==> src/rtl/shsp_pkg.sv <==
// Package for the SCGI header stream parser: item structs and event codes.
// No dependencies; imported by every module of the block.
`default_nettype none

package shsp_pkg;

    // Event codes carried in event_kind
    localparam logic [3:0] EV_DIGIT     = 4'd0;
    localparam logic [3:0] EV_COLON     = 4'd1;
    localparam logic [3:0] EV_NAME      = 4'd2;
    localparam logic [3:0] EV_NAME_END  = 4'd3;
    localparam logic [3:0] EV_VALUE     = 4'd4;
    localparam logic [3:0] EV_VALUE_END = 4'd5;
    localparam logic [3:0] EV_DONE      = 4'd6;
    localparam logic [3:0] EV_ERROR     = 4'd7;
    localparam logic [3:0] EV_IGNORED   = 4'd8;

    // Characters the parser looks for
    localparam logic [7:0] CH_COLON = 8'h3A;
    localparam logic [7:0] CH_COMMA = 8'h2C;
    localparam logic [7:0] CH_ZERO  = 8'h30;
    localparam logic [7:0] CH_NINE  = 8'h39;
    localparam logic [7:0] CH_NUL   = 8'h00;

    // Configuration register map
    localparam int unsigned     CFG_ADDR_W = 3;
    localparam logic [16:0]     MAX_LEN_RESET = 17'h10000;
    localparam logic            REG_MAX_LEN = 1'b0;   // word index (paddr[2])

    // Header length accumulator saturates here
    localparam logic [19:0]     ACC_MAX = 20'hFFFFF;

    typedef struct packed {
        logic [7:0] data_byte;
        logic       start_of_request;
    } t_in_item;

    typedef struct packed {
        logic [3:0] event_kind;
        logic [7:0] byte_out;
    } t_out_item;

endpackage

`default_nettype wire

==> src/rtl/shsp_regs.sv <==
// APB configuration register for the SCGI header parser (max_header_length).
// Depends on shsp_pkg.
`default_nettype none

module shsp_regs (
    input  wire logic                            i_clk,
    input  wire logic                            i_rst_n,
    input  wire logic                            psel,
    input  wire logic                            penable,
    input  wire logic                            pwrite,
    input  wire logic [shsp_pkg::CFG_ADDR_W-1:0] paddr,
    input  wire logic [31:0]                     pwdata,
    output logic [31:0]                          prdata,
    output logic                                 pready,
    output logic [16:0]                          o_max_len
);
    import shsp_pkg::*;

    logic [16:0] r_max_len;
    logic        wr_hit;

    // address decode: one word at offset 0, byte lanes ignored
    assign wr_hit = psel && penable && pwrite && (paddr[2] == REG_MAX_LEN);

    always_ff @(posedge i_clk) begin
        if (!i_rst_n) begin
            r_max_len <= MAX_LEN_RESET;
        end else if (wr_hit) begin
            r_max_len <= pwdata[16:0];
        end
    end

    // read back, unmapped word reads as zero
    always_comb begin
        prdata = '0;
        if (paddr[2] == REG_MAX_LEN) begin
            prdata = {15'd0, r_max_len};
        end
    end

    assign pready    = 1'b1;
    assign o_max_len = r_max_len;

endmodule

`default_nettype wire

==> src/rtl/shsp_core.sv <==
// Parser state and per-byte tagging logic for the SCGI header parser.
// Depends on shsp_pkg; state advances on each item taken from the input stage.
`default_nettype none

module shsp_core #(
    parameter int unsigned LENGTH_PREFIX_BYTES = 16
) (
    input  wire logic                i_clk,
    input  wire logic                i_rst_n,
    input  wire logic                i_fire,
    input  wire shsp_pkg::t_in_item  i_item,
    input  wire logic [16:0]         i_max_len,
    output shsp_pkg::t_out_item      o_result
);
    import shsp_pkg::*;

    localparam int unsigned CW = $clog2(LENGTH_PREFIX_BYTES);
    localparam logic [CW:0] LpbW = (CW+1)'(LENGTH_PREFIX_BYTES);

    // phase codes
    localparam logic [2:0] PH_LEN   = 3'd0;
    localparam logic [2:0] PH_NAME  = 3'd1;
    localparam logic [2:0] PH_VALUE = 3'd2;
    localparam logic [2:0] PH_COMMA = 3'd3;
    localparam logic [2:0] PH_IDLE  = 3'd4;

    logic [2:0]    r_phase, n_phase;
    logic [19:0]   r_acc,   n_acc;
    logic [CW-1:0] r_cnt,   n_cnt;
    logic [16:0]   r_rem,   n_rem;

    logic [2:0]    ph_e;
    logic [19:0]   acc_e;
    logic [CW-1:0] cnt_e;
    logic [16:0]   rem_e;
    logic [16:0]   rem_dec;
    logic [7:0]    b;
    logic [23:0]   acc_sum;
    logic [3:0]    ev;

    assign b = i_item.data_byte;

    // start of request restarts the parser before the byte is handled
    always_comb begin
        ph_e  = i_item.start_of_request ? PH_LEN : r_phase;
        acc_e = i_item.start_of_request ? '0 : r_acc;
        cnt_e = i_item.start_of_request ? '0 : r_cnt;
        rem_e = i_item.start_of_request ? '0 : r_rem;
    end

    assign rem_dec = rem_e - 17'd1;
    // acc*10 + digit, never overflows 24 bits
    assign acc_sum = {1'b0, acc_e, 3'b000} + {3'b000, acc_e, 1'b0}
                   + {16'd0, b - CH_ZERO};

    // per-byte phase update and tagging
    always_comb begin
        n_phase = ph_e;
        n_acc   = acc_e;
        n_cnt   = cnt_e;
        n_rem   = rem_e;
        ev      = EV_IGNORED;
        unique case (ph_e)
            PH_LEN: begin
                if (acc_e > {3'd0, i_max_len}) begin
                    n_phase = PH_IDLE;
                    ev      = EV_ERROR;
                end else if (b == CH_COLON) begin
                    n_rem   = acc_e[16:0];
                    n_phase = PH_NAME;
                    ev      = EV_COLON;
                end else if (b < CH_ZERO || b > CH_NINE) begin
                    n_phase = PH_IDLE;
                    ev      = EV_ERROR;
                end else if ({1'b0, cnt_e} + 1'b1 >= LpbW) begin
                    // the last prefix slot must hold the colon
                    n_phase = PH_IDLE;
                    ev      = EV_ERROR;
                end else begin
                    n_cnt = cnt_e + 1'b1;
                    n_acc = (acc_sum > {4'd0, ACC_MAX}) ? ACC_MAX : acc_sum[19:0];
                    ev    = EV_DIGIT;
                end
            end
            PH_NAME: begin
                // a name needs room for at least one more byte after it
                if (rem_e <= 17'd1) begin
                    n_phase = PH_IDLE;
                    ev      = EV_ERROR;
                end else begin
                    n_rem = rem_dec;
                    if (b == CH_NUL) begin
                        n_phase = PH_VALUE;
                        ev      = EV_NAME_END;
                    end else begin
                        ev = EV_NAME;
                    end
                end
            end
            PH_VALUE: begin
                if (rem_e == 17'd0) begin
                    n_phase = PH_IDLE;
                    ev      = EV_ERROR;
                end else begin
                    n_rem = rem_dec;
                    if (b == CH_NUL) begin
                        n_phase = (rem_dec == 17'd0) ? PH_COMMA : PH_NAME;
                        ev      = EV_VALUE_END;
                    end else if (rem_dec == 17'd0) begin
                        // value ran into the end of the header
                        n_phase = PH_IDLE;
                        ev      = EV_ERROR;
                    end else begin
                        ev = EV_VALUE;
                    end
                end
            end
            PH_COMMA: begin
                n_phase = PH_IDLE;
                ev      = (b == CH_COMMA) ? EV_DONE : EV_ERROR;
            end
            default: begin
                n_phase = PH_IDLE;
                ev      = EV_IGNORED;
            end
        endcase
    end

    always_ff @(posedge i_clk) begin
        if (!i_rst_n) begin
            r_phase <= PH_LEN;
            r_acc   <= '0;
            r_cnt   <= '0;
            r_rem   <= '0;
        end else if (i_fire) begin
            r_phase <= n_phase;
            r_acc   <= n_acc;
            r_cnt   <= n_cnt;
            r_rem   <= n_rem;
        end
    end

    assign o_result.event_kind = ev;
    assign o_result.byte_out   = b;

endmodule

`default_nettype wire

==> src/rtl/scgi_header_stream_parser.sv <==
// SCGI header stream parser: input register, tagging core, result register.
// Depends on shsp_pkg, shsp_regs and shsp_core.
//
// Usage:
//   Input channel (i_valid/i_data/o_stall) takes one request byte per item
//   together with start_of_request, which restarts the parser on that byte.
//   Output channel (o_valid/o_data/i_stall) returns one tagged item per input
//   item, in order: event_kind plus the byte itself.
//   APB port sets max_header_length at address 0 (reset 65536); write it only
//   while no items are in flight.
// Path: an accepted item is held in the input register, then in the result
//   register, where it raises o_valid. Throughput: one item per cycle while
//   the result register is not stalled; the per-byte update is a single
//   compare/add step on the parser state, done between the two registers.
// Reset: synchronous, active low. Both stages empty, parser in the length
//   prefix phase with all counters at zero, limit back to 65536.
// Stall: while i_stall holds a full result register, the input register keeps
//   its item and o_stall rises once it is full too; nothing is dropped.
`default_nettype none

module scgi_header_stream_parser #(
    parameter int unsigned LENGTH_PREFIX_BYTES = 16
) (
    input  wire logic                            i_clk,
    input  wire logic                            i_rst_n,
    // input items
    input  wire logic                            i_valid,
    input  wire shsp_pkg::t_in_item              i_data,
    output logic                                 o_stall,
    // result items
    output logic                                 o_valid,
    output shsp_pkg::t_out_item                  o_data,
    input  wire logic                            i_stall,
    // configuration
    input  wire logic                            psel,
    input  wire logic                            penable,
    input  wire logic                            pwrite,
    input  wire logic [shsp_pkg::CFG_ADDR_W-1:0] paddr,
    input  wire logic [31:0]                     pwdata,
    output logic [31:0]                          prdata,
    output logic                                 pready
);
    import shsp_pkg::*;

    logic        r_s1_valid;
    t_in_item    r_s1_item;
    logic        r_out_valid;
    t_out_item   r_out_item;
    t_out_item   core_result;
    logic [16:0] max_len;
    logic        advance;
    logic        take_in;

    shsp_regs u_regs (
        .i_clk     (i_clk),
        .i_rst_n   (i_rst_n),
        .psel      (psel),
        .penable   (penable),
        .pwrite    (pwrite),
        .paddr     (paddr),
        .pwdata    (pwdata),
        .prdata    (prdata),
        .pready    (pready),
        .o_max_len (max_len)
    );

    // input stage moves on when the result register is free or being taken
    assign advance = r_s1_valid && (!r_out_valid || !i_stall);
    assign take_in = i_valid && !o_stall;
    assign o_stall = r_s1_valid && !advance;

    shsp_core #(
        .LENGTH_PREFIX_BYTES (LENGTH_PREFIX_BYTES)
    ) u_core (
        .i_clk     (i_clk),
        .i_rst_n   (i_rst_n),
        .i_fire    (advance),
        .i_item    (r_s1_item),
        .i_max_len (max_len),
        .o_result  (core_result)
    );

    // input register
    always_ff @(posedge i_clk) begin
        if (!i_rst_n) begin
            r_s1_valid <= 1'b0;
        end else if (take_in) begin
            r_s1_valid <= 1'b1;
        end else if (advance) begin
            r_s1_valid <= 1'b0;
        end
    end

    always_ff @(posedge i_clk) begin
        if (take_in) begin
            r_s1_item <= i_data;
        end
    end

    // result register
    always_ff @(posedge i_clk) begin
        if (!i_rst_n) begin
            r_out_valid <= 1'b0;
        end else if (advance) begin
            r_out_valid <= 1'b1;
        end else if (!i_stall) begin
            r_out_valid <= 1'b0;
        end
    end

    always_ff @(posedge i_clk) begin
        if (advance) begin
            r_out_item <= core_result;
        end
    end

    assign o_valid = r_out_valid;
    assign o_data  = r_out_item;

endmodule

`default_nettype wire

==> config.mk <==
export PLATFORM = sky130hd
export DESIGN_NAME = scgi_header_stream_parser
export DESIGN_NICKNAME = d
export VERILOG_FILES = /design/src/rtl/shsp_pkg.sv /design/src/rtl/shsp_regs.sv /design/src/rtl/shsp_core.sv /design/src/rtl/scgi_header_stream_parser.sv
export SDC_FILE = /design/constraint.sdc
export NUM_CORES = 1
export LEC_CHECK = 0
export ABC_AREA = 1
export BUFFER_PORTS_ARGS = -buffer_cell sky130_fd_sc_hd__buf_2
export CAP_MARGIN = 40
export CORE_AREA = 8 8 162 164
export CTS_BUF_LIST = sky130_fd_sc_hd__clkbuf_4
export DETAILED_ROUTE_END_ITERATION = 12
export DIE_AREA = 0 0 170 172
export PLACE_DENSITY = 0.57
export SLEW_MARGIN = 20
export SYNTH_ARGS = -nofsm -noshare
export SYNTH_HDL_FRONTEND = slang
export SYNTH_SLANG_ARGS = --single-unit
export TNS_END_PERCENT = 1
==> constraint.sdc <==
create_clock -name i_clk -period 3.8 [get_ports i_clk]
set_input_delay 0.57 -clock i_clk [delete_from_list [all_inputs] [get_ports i_clk]]
set_output_delay 0.57 -clock i_clk [all_outputs]
set_load 0.05 [all_outputs]
Word-level counts from Yosys, hierarchy flattened
Cells that the tools add are included.

word-level totals
  register bits = 84
  input bits = 51
  output and inout bits = 47
  word-level logic and storage cells = 94

operators by class
  add/sub/neg operators = 6
  magnitude comparators = 6
  eq/ne operators = 6
  multiplexer cells = 47
  bitwise logic cells = 1
  reductions and logical operators = 17

operators by type and width
  operator               number
  $mux 20                7
  $mux 17                6
  $pmux 17 s3            1
  $mux 4                 12
  $logic_not 17->1       2
  $mux 3                 11
  $add 23x21->24         1
  $add 24x8->24          1
  $gt 24x20->1 const B   1
  $gt 20x17->1           1
  $le 17x1->1 const B    1
  $sub 17x1->17 const B  1
  $eq 8x6->1 const B     2
  $pmux 4 s4             1
  $pmux 3 s3             1
  $gt 8x6->1 const B     1
  $logic_not 8->1        1
  $lt 8x6->1 const B     1
  $sub 8x6->8 const B    1
  $eq 3x2->1 const B     2
  $logic_and 1x1->1      6
  $mux 1                 6
  $add 4x1->5 const B    1
  $ge 5x5->1 const B     1
  9 further kinds        14

Depth between registers and ports, before layout
  word-level depth = 10
  mapped depth = 25
  mapped depth without buffers = 20

Hierarchy
From an unflattened synthesis, not the netlist that was laid out.

second synthesis, totals
  cells, all modules = 1130
  area total of the unflattened synthesis = 7463.4 um^2

modules (own cells, without submodules)
  module                     instances  cells an instance  area each (um^2)  seq. area each (um^2)
  shsp_core                  1          930                5645.4            880.8
  shsp_regs                  1          166                1092.3            340.3
  scgi_header_stream_parser  1          34                 725.7             670.6

Worst setup path before layout
OpenSTA, ideal clock, no wires.

  kind = register to register
  start point = register r_s1_item[0] in the netlist's numbering
  end point = register u_core.r_acc[5]
  library setup time = 0.134 ns
  arrival = 3.506 ns
  data required time = 3.666 ns
  setup slack = 0.160 ns
  stages on the path, launching flop included = 25
  buffers on the path = 5
  period minus slack after synthesis = 3.640 ns
  path through = edfxtp_1 buf_6 inv_4 buf_6 buf_6 buf_2 nand2_1 fa_1 inv_1 ha_1 a21oi_1 o21ai_0 nand2_1 nand3_1 nand2_1 nand2_1 nand2_1 nand2_1 nor2_2 nand2_1 nor2_4 buf_4 nand2_1 nand2_1 a21oi_1

on the way
  longest elaborated chain between the ends = 10
  elaborated cells on any way between the ends = 16
  classes of those cells = add/sub (3); order compare (3); mux (9); reduce/logical (1)

ends and longest elaborated chain
  item                      line                             source
  start: declaration        scgi_header_stream_parser.sv:46  t_in_item r_s1_item;
  start signal: assignment  scgi_header_stream_parser.sv:96  r_s1_item <= i_data;
  $mux 20                   shsp_core.sv:46                  acc_e = i_item.start_of_request ? '0 : r_acc;
  $add 23x21->24            shsp_core.sv:53                  assign acc_sum = {1'b0, acc_e, 3'b000} + {3'b000, acc_e, 1'b0}
  $add 24x8->24             shsp_core.sv:54                  + {16'd0, b - CH_ZERO};
  $gt 24x20->1              shsp_core.sv:81                  n_acc = (acc_sum > {4'd0, ACC_MAX}) ? ACC_MAX : acc_sum[19:0];
  $mux 20                   shsp_core.sv:81
  $mux 20                   shsp_core.sv:75                  end else if ({1'b0, cnt_e} + 1'b1 >= LpbW) begin
  $mux 20                   shsp_core.sv:72                  end else if (b < CH_ZERO || b > CH_NINE) begin
  $mux 20                   shsp_core.sv:68                  end else if (b == CH_COLON) begin
  $mux 20                   shsp_core.sv:65                  if (acc_e > {3'd0, i_max_len}) begin
  $mux 20 (*)               shsp_core.sv:63                  unique case (ph_e)
  end signal: assignment    shsp_core.sv:137                 r_acc <= n_acc;
  end: declaration          shsp_core.sv:28                  logic [19:0] r_acc, n_acc;

Mark *: on every way between the ends. The rest lies on a longest branch, timed or not.
A chain may end at the register's enable or synchronous reset.

Worst setup path after layout
  start point = register r_s1_item[0] in the netlist's numbering
  end point = register u_core.r_acc[15]

Same word-level chain as after synthesis.

==> flow_summary.yaml <==
sta:
  whs_ns: 0.284
  hold_violations: 0
  finalSetupTns_ns: 0
  fmax_mhz: 283
  post-route-min-period_ns: 3.53
  period_share_pct: 92.8
  rsz0062_at_grt: "false"
  finClkSkew_ns: 0.0255
  setup-violations-final: 0
  slew_violations: 0
  slew_headroom_pct: 46.8
  worst_pin_slew_ns: 0.797
global_routing:
  grt_pass1_wl_mm: 31.8
  grt_antenna_before_repair: 1
  grt_pass1_vias: 6321
  grt_max_degree: 48
  track_usage_pct: 13.4
  overflow: 0
routing:
  route.detailed.wl_per_inst_um: 13.6
  drt_wl_total_mm: 19.4
  drtAntennaViolNets: 0
  drtIter0Drc: 435
  num_vias: 6716
  first_pass_iters: 6
  drc: 0
  viasPerCell: 4.71
logic_synthesis:
  syn_inst: 1035
  synth_cell_types: 47
  ys_seq_area_share_pct: 27.2
  synth_flop_cell: "dfxtp_1"
  ys_top_cells_by_area: "dfxtp_1, nand2_1, ha_1, edfxtp_1, a21oi_1"
  synth_top_area_share_pct: 18.1
  async_flop_share_pct: 0
  syn_area_um2: 6960
  synth_most_common_cell: "nand2_1"
  syn-mean-instance-area_um2: 6.73
  yosys.area.top_type: "dfxtp_1"
  yosys_warnings: 0
  ys_top_cells_by_count: "nand2_1, a21oi_1, inv_1"
  synth-edff-count: 21
  synth_seq_cells: 84
floorplanning:
  die_width_um: 170
  dieArea_um2: 29200
  core-area_um2: 23800
  dieHeight_um: 172
  start_util_pct: 29.2
  rows: 57
  ios: 98
placed_design:
  io_buffer_count: 64
  hpwl_mm: 15.5
  place_area_um2: 7570
  routabilityCongestion: 0.877
critical_path:
  reg2reg_to: "u_core.r_acc[15]$_SDFFE_PN0P_"
  startpoint: "r_s1_item[0]$_DFFE_PP_"
  critical_path_class: "flip-flop to flip-flop"
  cp-start-kind: "flip-flop"
  crit_fanout: 15
  cp.arrival_ns: 3.84
  critPathCaptureType: "flip-flop"
  regToRegStartpoint: "r_s1_item[0]$_DFFE_PP_"
  regToRegSetupSlack_ns: 0.27
  reg2reg_depth: 21
  required_ns: 4.11
job:
  max_cap_violations: 0
layout:
  finish.utilization_pct: 32.6
  fill_cells: 2634
  nets: 1210
  area_delta_synth_final_pct: 11.6
  seqCellArea_um2: 1890
  multiInputGateArea_um2: 4400
  postLayoutCellArea_um2: 7770
  layout-drive-gt1-share_pct: 14.5
worst_hold_path:
  min_path_type: "input pin to flip-flop"
  min_to: "r_s1_item[6]$_DFFE_PP_"
  hp-start: "i_data[6]"
  holdPathStages: 1
clock_network:
  path_clk_slew_ns: 0.14
  clkLatencyLatePin_ns: 0.45
  cts_buffer_depth: 2
  postCtsHoldBufs: 0
  cts_root_buffer: "clkbuf_4"
  cts_tree: "yes"
  cts.sinks: 84
  h-tree-depth: 3
  cts_inserted_buffers: 9
status:
  outcome: "complete, no violations"
power:
  power_density_nw_per_um2: 239
  p_leak_uw: 0.00370
  peakVddDrop_uv: 110
-- how the worst max path moves through the flow --
stage / to / cells past startpoint / slack, ns
3_3_place_gp: u_core.r_acc[13]$_SDFFE_PN0P_ / 18 / 0.19
5_1_grt: u_core.r_acc[9]$_SDFFE_PN0P_ / 19 / 0.002
6_report: u_core.r_acc[15]$_SDFFE_PN0P_ / 21 / 0.27
3_5_place_dp: u_core.r_acc[7]$_SDFFE_PN0P_ / 19 / 0.17
4_1_cts: u_core.r_acc[14]$_SDFFE_PN0P_ / 19 / 0.13
2_1_floorplan: u_core.r_acc[5]$_SDFFE_PN0P_ / 24 / 0.16
-- final cells by class --
type	instances	area share, %
multi-input cells	797	56.6
diodes	1	0.0322
clock buffers	9	0.869
well taps	324	5.21
clock inverters	7	0.966
inverters	121	5.87
flip-flops and latches	84	24.3
repair buffers	82	6.07
-- cells by family (layout without fill, tap and decap cells) --
group,Yosys count,count (layout),share of synthesized area (%)
fa+ha+maj,64,64,12.1
simple gates,495,495,31.6
flops,84,84,27.2
buf+inv,168,219,10.7
compound gates,203,203,15.9
xor+xnor,19,19,2.39
other cells,2,17,0.108
-- metal layers --
metal | routed length [um] | vias to the layer above | global-route usage (%)
met5 | 0 | - | 0
met4 | 191 | 0 | 3.55
met3 | 513 | 11 | 1.51
met2 | 9800 | 97 | 23.9
met1 | 8940 | 3096 | 16.9
li1 | - | 3512 | -
-- flip-flops by register name, summed over array words and instances (netlist names), 3 cells and up --
register / cells
u_core.r_phase: 3
u_regs.o_max_len: 17
u_core.r_rem: 17
u_core.r_cnt: 4
u_core.r_acc: 20
r_s1_item: 9
o_data: 12
-- worst max-delay path, cell delays in order, from the launching register on --
cell and delay, ns:
edfxtp_1 0.45, inv_4 0.16, nand2_1 0.18, inv_1 0.23, ha_1 0.28, ha_1 0.27, fa_1 0.43, nand3_1 0.12
nor2_1 0.07, nand2_1 0.06, nand3_1 0.10, nand2_1 0.12, nand2_1 0.06, nand2_1 0.06, nand2_1 0.06, nor2_2 0.14
nand2_1 0.11, nor2_4 0.15, buf_12 0.15, nand2_1 0.06, nand2_1 0.06, a21oi_1 0.06
-- cells in the final DEF (no fill, tap or decap), types with 3 or more instances in the layout --
cell type and n:
o21bai_1 4, clkbuf_4 9, inv_1 112, nand2_4 4, o21ai_0 42, nor4_1 4
conb_1 16, o21ai_1 4, nand3b_1 6, xor2_1 9, inv_2 7, clkinvlp_4 4
fa_1 6, ha_1 58, edfxtp_1 21, buf_2 64, nand3_1 68, o21ai_2 6
a21oi_1 116, dfxtp_1 63, nand2_1 270, buf_4 16, o22ai_1 13, nor2_1 78
nand2_2 18, xnor2_1 10, nor3_1 4, a21o_1 3, nand4_1 16, a31oi_1 3
nor2_2 14, o211ai_1 5, nor2_4 6
-- power by group --
| group | internal, uW | switching (uW) |
|---|---|---|
| Combinational | 95.9 | 255 |
| Sequential | 943 | 14.0 |
| Clock | 202 | 346 |
| Total | 1240 | 615 |
-- stage by stage --
stage          total power [uW]  std cells  worst slack, ns
2_1_floorplan              1250       1049            0.160
3_3_place_gp               1320       1404            0.186
3_5_place_dp               1330       1405            0.169
4_1_cts                    1870       1421            0.127
5_1_grt                    1950       1425          0.00170
6_report                   1860       1425            0.272
-- repair_timing --
item / in CTS / in global routing
endpoints found under the setup margin: 0 / 16
gates resized for setup: 0 / 7
setup buffers: 0 / 3
(Power assumes the default switching activity.)
